[config.mk]
export PLATFORM = sky130hd
export DESIGN_NAME = sorted_priority_queue
export DESIGN_NICKNAME = d
export VERILOG_FILES = /design/src/design/spq_pkg.sv /design/src/design/spq_cell.sv /design/src/design/sorted_priority_queue.sv
export SDC_FILE = /design/constraint.sdc
export NUM_CORES = 2
export LEC_CHECK = 0
export BUFFER_PORTS_ARGS = -buffer_cell sky130_fd_sc_hd__buf_2
export CELL_PAD_IN_SITES_DETAIL_PLACEMENT = 1
export CELL_PAD_IN_SITES_GLOBAL_PLACEMENT = 2
export CORE_MARGIN = 1
export CORE_UTILIZATION = 45
export CTS_BUF_LIST = sky130_fd_sc_hd__clkbuf_8
export DETAILED_ROUTE_END_ITERATION = 10
export PLACE_DENSITY_LB_ADDON = 0.05
export SETUP_SLACK_MARGIN = 0.05
export SLEW_MARGIN = 5
export SYNTH_ARGS = -nofsm -noshare
export SYNTH_HDL_FRONTEND = slang
export SYNTH_SLANG_ARGS = --single-unit
[constraint.sdc]
create_clock -name i_clk -period 7.3 [get_ports i_clk]
set_input_delay 0.365 -clock i_clk [delete_from_list [all_inputs] [get_ports i_clk]]
set_output_delay 0.365 -clock i_clk [all_outputs]
set_load 0.03 [all_outputs]
[src/design/spq_pkg.sv]
package spq_pkg;

    localparam int CAPACITY_DEF = 16;
    localparam int VALUE_W      = 32;
    localparam int PRI_W        = 8;
    localparam int COUNT_OUT_W  = 5;
    localparam int IN_DATA_W    = 40;
    localparam int OUT_DATA_W   = 48;

    typedef enum logic [1:0] {
        ST_OK     = 2'd0,
        ST_FULL   = 2'd1,
        ST_EMPTY  = 2'd2,
        ST_BADPRI = 2'd3
    } t_status;

    typedef enum logic {
        REQ_ENQ = 1'b0,
        REQ_DEQ = 1'b1
    } t_req;

    // operation broadcast to every cell of the chain
    typedef struct packed {
        logic               enq;
        logic               deq;
        logic [VALUE_W-1:0] value;
        logic [PRI_W-1:0]   pri;
    } t_cell_ctl;

endpackage

[src/design/spq_cell.sv]
module spq_cell
    import spq_pkg::*;
(
    input  logic               i_clk,
    input  logic               i_occ,
    input  t_cell_ctl          i_ctl,
    input  logic               i_left_ge,
    input  logic [VALUE_W-1:0] i_left_value,
    input  logic [PRI_W-1:0]   i_left_pri,
    input  logic [VALUE_W-1:0] i_right_value,
    input  logic [PRI_W-1:0]   i_right_pri,
    output logic               o_ge,
    output logic [VALUE_W-1:0] o_value,
    output logic [PRI_W-1:0]   o_pri
);

    logic [VALUE_W-1:0] r_value;
    logic [PRI_W-1:0]   r_pri;
    logic [VALUE_W-1:0] n_value;
    logic [PRI_W-1:0]   n_pri;

    // entry stays ahead of a new item of equal or lower priority
    assign o_ge    = i_occ && (r_pri >= i_ctl.pri);
    assign o_value = r_value;
    assign o_pri   = r_pri;

    always_comb begin
        n_value = r_value;
        n_pri   = r_pri;
        if (i_ctl.enq && !o_ge) begin
            if (i_left_ge) begin
                n_value = i_ctl.value;
                n_pri   = i_ctl.pri;
            end else begin
                n_value = i_left_value;
                n_pri   = i_left_pri;
            end
        end else if (i_ctl.deq) begin
            n_value = i_right_value;
            n_pri   = i_right_pri;
        end
    end

    always_ff @(posedge i_clk) begin
        r_value <= n_value;
        r_pri   <= n_pri;
    end

endmodule

[src/design/sorted_priority_queue.sv]
// result: registered, on the master side in the cycle after the input transfer
// throughput: one enqueue or dequeue per cycle while the master side takes the results; on enqueue the
// cells behind the insertion point, on dequeue all cells, shift or load in the same cycle as the request is taken
// reset: synchronous active low, clears the entry count and the result valid,
// entry contents are undefined until written
module sorted_priority_queue
    import spq_pkg::*;
#(
    parameter int CAPACITY = CAPACITY_DEF
) (
    input  logic                  i_clk,
    input  logic                  i_rst_n,
    input  logic                  i_s_tvalid,
    output logic                  o_s_tready,
    input  logic [IN_DATA_W-1:0]  i_s_tdata,   // item_value, item_priority
    input  logic                  i_s_tuser,   // req_type
    output logic                  o_m_tvalid,
    input  logic                  i_m_tready,
    output logic [OUT_DATA_W-1:0] o_m_tdata,   // out_value, out_priority, entry_count, zero pad
    output logic [1:0]            o_m_tuser    // status
);

    localparam int CW = $clog2(CAPACITY + 1);

    logic [CW-1:0]      r_count;
    logic [CW-1:0]      n_count;
    logic               r_out_valid;
    t_status            r_status;
    logic [VALUE_W-1:0] r_out_value;
    logic [PRI_W-1:0]   r_out_pri;
    logic [CW-1:0]      r_out_count;

    logic               accept;
    logic               full;
    logic               empty;
    logic [VALUE_W-1:0] in_value;
    logic [PRI_W-1:0]   in_pri;
    t_cell_ctl          ctl;
    t_status            status;

    logic [CAPACITY-1:0] occ;
    logic [CAPACITY-1:0] ge;
    logic [VALUE_W-1:0]  cell_value [CAPACITY];
    logic [PRI_W-1:0]    cell_pri   [CAPACITY];
    logic [CW+COUNT_OUT_W-1:0] count_ext;

    assign o_s_tready = !r_out_valid || i_m_tready;
    assign accept     = i_s_tvalid && o_s_tready;
    assign in_value   = i_s_tdata[VALUE_W-1:0];
    assign in_pri     = i_s_tdata[VALUE_W+PRI_W-1:VALUE_W];
    assign full       = (r_count == CW'(CAPACITY));
    assign empty      = (r_count == '0);

    always_comb begin
        ctl.enq   = 1'b0;
        ctl.deq   = 1'b0;
        ctl.value = in_value;
        ctl.pri   = in_pri;
        status    = ST_OK;
        n_count   = r_count;
        if (t_req'(i_s_tuser) == REQ_ENQ) begin
            if (full) begin
                status = ST_FULL;
            end else if (in_pri == '0) begin
                status = ST_BADPRI;
            end else begin
                ctl.enq = accept;
                if (accept) begin
                    n_count = r_count + 1'b1;
                end
            end
        end else begin
            if (empty) begin
                status = ST_EMPTY;
            end else begin
                ctl.deq = accept;
                if (accept) begin
                    n_count = r_count - 1'b1;
                end
            end
        end
    end

    genvar gi;
    generate
        for (gi = 0; gi < CAPACITY; gi++) begin : g_cell
            logic               left_ge;
            logic [VALUE_W-1:0] left_value;
            logic [PRI_W-1:0]   left_pri;
            logic [VALUE_W-1:0] right_value;
            logic [PRI_W-1:0]   right_pri;

            assign occ[gi] = (r_count > CW'(gi));

            if (gi == 0) begin : g_head
                assign left_ge    = 1'b1;
                assign left_value = '0;
                assign left_pri   = '0;
            end else begin : g_body
                assign left_ge    = ge[gi-1];
                assign left_value = cell_value[gi-1];
                assign left_pri   = cell_pri[gi-1];
            end

            if (gi == CAPACITY - 1) begin : g_tail
                assign right_value = '0;
                assign right_pri   = '0;
            end else begin : g_mid
                assign right_value = cell_value[gi+1];
                assign right_pri   = cell_pri[gi+1];
            end

            spq_cell u_cell (
                .i_clk         (i_clk),
                .i_occ         (occ[gi]),
                .i_ctl         (ctl),
                .i_left_ge     (left_ge),
                .i_left_value  (left_value),
                .i_left_pri    (left_pri),
                .i_right_value (right_value),
                .i_right_pri   (right_pri),
                .o_ge          (ge[gi]),
                .o_value       (cell_value[gi]),
                .o_pri         (cell_pri[gi])
            );
        end
    endgenerate

    always_ff @(posedge i_clk) begin
        if (!i_rst_n) begin
            r_count     <= '0;
            r_out_valid <= 1'b0;
        end else begin
            r_count <= n_count;
            if (accept) begin
                r_out_valid <= 1'b1;
            end else if (i_m_tready) begin
                r_out_valid <= 1'b0;
            end
        end
    end

    always_ff @(posedge i_clk) begin
        if (accept) begin
            r_status    <= status;
            r_out_count <= n_count;
            if (ctl.deq) begin
                r_out_value <= cell_value[0];
                r_out_pri   <= cell_pri[0];
            end else begin
                r_out_value <= '0;
                r_out_pri   <= '0;
            end
        end
    end

    // low bits of the count only
    assign count_ext = {{COUNT_OUT_W{1'b0}}, r_out_count};

    assign o_m_tvalid = r_out_valid;
    assign o_m_tuser  = r_status;
    assign o_m_tdata  = {{(OUT_DATA_W - VALUE_W - PRI_W - COUNT_OUT_W){1'b0}},
                         count_ext[COUNT_OUT_W-1:0], r_out_pri, r_out_value};

endmodule
==> flow_summary.json <==
{
  "end_kind": "flop",
  "drc_errors": 0,
  "peakVddDrop_v": 0.000175,
  "crit_type": "reg2reg",
  "num_rows": 105,
  "synth_xor_area_share_pct": 0.0467,
  "maxCapViolations": 0,
  "synth_top_family_by_area": "multiplexers",
  "fin_setup_tns_ns": 0,
  "synth_compound_area_share_pct": 10.1,
  "clk_latency_ns": 0.77,
  "rr_endpoint": "g_cell[0].u_cell.o_value[17]",
  "hp-class": "in2reg",
  "worstHoldEndpoint": "g_cell[15].u_cell.o_value[6]",
  "dpl.hpwl_um": 77100,
  "top_usage_layer": "met2",
  "synthDistinctLibCells": 61,
  "gp_congestion": 0.875,
  "timing.rr.start": "r_count[1]",
  "met1_usage_pct": 41.3,
  "yosys.area_share.simple_pct": 8.73,
  "cp.arrival_ns": 4.47,
  "nFillCells": 8661,
  "yosysWarnings": 0,
  "via_count": 26700,
  "grt_pass1_wl_um": 182000,
  "multi_input_area_mm2": 0.0156,
  "die_x_um": 291,
  "h-tree-depth": 3,
  "worstRegToRegCells": 7,
  "viasPerCell": 6.06,
  "whs_ns": 0.218,
  "hold_violations": 0,
  "wl_per_cell_um": 27.5,
  "fin_cells": 4402,
  "start_kind": "flop",
  "finalSetupViolCount": 0,
  "cts_sinks": 693,
  "syn_inst": 3238,
  "numCtsBuffers": 121,
  "fmax_mhz": 245,
  "synth-adder-area-share_pct": 4.47,
  "synth_flop_cell": "edfxtp_1",
  "dieArea_mm2": 0.0846,
  "synthArstFlopShare_pct": 0,
  "core_mm2": 0.0824,
  "antenna_found_initial": 3,
  "relSlewSlack_pct": 10.8,
  "drive_gt1_share_pct": 11.1,
  "die_h_um": 291,
  "cts_hold_buf": 3,
  "antenna_left": 0,
  "grt_pass1_vias": 27800,
  "dp_cells": 4188,
  "ys_seq_area_share_pct": 55.3,
  "clock_skew_ns": 0.0634,
  "grt.overflow.total": 0,
  "hp-start": "i_s_tdata[6]",
  "post-route-util_pct": 49.4,
  "grtUsageMet3_pct": 3.96,
  "grt_max_degree": 82,
  "drtIter0Drc": 2180,
  "finalCritPeriodShare_pct": 55.9,
  "cts_max_path_buffers": 3,
  "p_leak_nw": 17.9,
  "syn_area_mm2": 0.0375,
  "port_buffers": 93,
  "ctsResizeCount": 0,
  "drt-total-wl_um": 121000,
  "synth_edf_count": 687,
  "power.density_mw_per_mm2": 283,
  "start_util_pct": 45.6,
  "io_pins": 97,
  "cts.reportedPaths.clkPinSlew_ns": 0.06,
  "first_pass_iters": 5,
  "finalMaxSlewViolations": 0,
  "cts_setup_buffers": 0,
  "root_buffer": "clkbuf_8",
  "synthMuxAreaShare_pct": 17.6,
  "status": "completed",
  "holdPathStages": 3,
  "syn_area_per_cell_um2": 11.6,
  "r2r_setup_slack_ns": 3.22,
  "seq_area_mm2": 0.0207,
  "cts_tree": "done",
  "final.min_clock_period_ns": 4.08,
  "cp.required_ns": 7.69,
  "syn_to_final_growth_pct": 8.41,
  "track_usage_pct": 28.5,
  "crit_path_max_fanout": 43,
  "ys_seq_elements": 693,
  "grt.met2_usage_pct": 44.7,
  "rsz0062_at_grt": "false",
  "worst_pin_slew_ns": 1.34,
  "layout.nets": 3424
}
[power breakdown]
| group | leakage (nW) | internal, W | total [W] | switching (W) |
|---|---|---|---|---|
| sequential | 6.55 | 0.00523 | 0.00564 | 0.000412 |
| combinational | 10.1 | 0.000910 | 0.00264 | 0.00173 |
| clock | 1.23 | 0.00157 | 0.00322 | 0.00166 |
| total | 17.9 | 0.00771 | 0.0115 | 0.00380 |
[synth_stat cells (7+ instances only)]
master / instances / area share (%)
edfxtp_1: 687 / 55
mux2i_1: 600 / 16
nor2_1: 426 / 4.3
a21oi_1: 405 / 5.4
nand2_1: 234 / 2.3
o21ai_0: 186 / 2.5
buf_2: 155 / 2.1
ha_1: 134 / 4.5
clkbuf_1: 66 / 0.66
and3_1: 40 / 0.67
mux2_4: 39 / 1.6
o21ai_1: 36 / 0.48
inv_1: 27 / 0.27
buf_6: 17 / 0.51
nand2b_1: 17 / 0.28
o21a_1: 17 / 0.34
nand4_1: 14 / 0.23
a2111oi_0: 13 / 0.30
clkbuf_2: 11 / 0.15
or2_1: 10 / 0.17
a21o_1: 9 / 0.18
nor4b_1: 8 / 0.19
a211oi_2: 7 / 0.23
buf_1: 7 / 0.070
[stage by stage]
step | instance area (um2) | worst slack, ns | total power (W)
finish | 40700 | 3.22 | 0.0115
global route | 40700 | 3.07 | 0.0120
CTS | 40700 | 3.14 | 0.0116
detailed placement | 38600 | 2.70 | 0.00834
global placement | 38600 | 2.67 | 0.00823
floorplan | 37600 | 3.46 | 0.00734
[worst max path at each step]
| stage | from | to | cells past startpoint |
|---|---|---|---|
| 2_1_floorplan | i_s_tdata[33] | g_cell[0].u_cell.o_pri[0] | 11 |
| 6_report | r_count[1] | g_cell[0].u_cell.o_value[17] | 7 |
| 4_1_cts | r_count[1] | g_cell[15].u_cell.o_value[17] | 8 |
| 3_5_place_dp | i_s_tdata[34] | g_cell[2].u_cell.o_value[12] | 9 |
| 5_1_grt | r_count[1] | g_cell[15].u_cell.o_value[17] | 8 |
| 3_3_place_gp | i_s_tdata[33] | g_cell[0].u_cell.o_value[10] | 9 |
[layout by cell type, fill, tap and decap left out, drive strengths merged, types with 14 or more instances in the layout]
cell type / instances
edfxtp: 687
mux2i: 600
nor2: 427
a21oi: 408
nand2: 236
o21ai: 222
buf: 138
ha: 134
clkbuf: 126
inv: 74
and3: 40
mux2: 40
clkinv: 36
nand2b: 17
o21a: 17
nand4: 14
[routing by layer]
layer | part of all wire, % | wire length (um)
met2 | 45 | 54500
met1 | 47 | 57400
met3 | 5.6 | 6800
met5 | 0 | 0
met4 | 2.1 | 2520
[cell type report]
| class | count | share of cell area [%] |
|---|---|---|
| flip-flops and latches | 693 | 51.0 |
| multi-input cells | 2260 | 38.3 |
| clock buffers | 126 | 4.26 |
| well taps | 1070 | 3.29 |
| repair buffers | 141 | 2.08 |
| clock inverters | 83 | 0.818 |
| inverters | 28 | 0.258 |
| diodes | 1 | 0.00615 |
[cell families (layout without fill, tap and decap cells)]
| logic type | after synthesis | after routing |
|---|---|---|
| xor gates and xnor gates | 2 | 2 |
| muxes | 640 | 640 |
| buffers and inverters | 287 | 378 |
| AOI/OAI and AO/OA | 703 | 703 |
| and+or+nand+nor | 778 | 778 |
| DFF | 693 | 693 |
| other | 1 | 4 |
| adders and majority gates | 134 | 134 |
[critical path: stages (launching register included)]
cell and delay (ns):
dfxtp_1 0.53, inv_1 0.16, ha_1 0.24, or4b_1 0.27
and2_2 0.86, and2_4 0.46, or2_2 0.70, buf_4 0.48
[state kept, by name, indices dropped and copies added, names as in the netlist]
register	cells
r_out_count	5
r_out_pri	8
o_m_tvalid	1
r_count	5
r_out_value	32
o_m_tuser	2
g_cell.u_cell.o_value	512
g_cell.u_cell.o_pri	128
No activity file was read; power rests on OpenSTA's default activity.
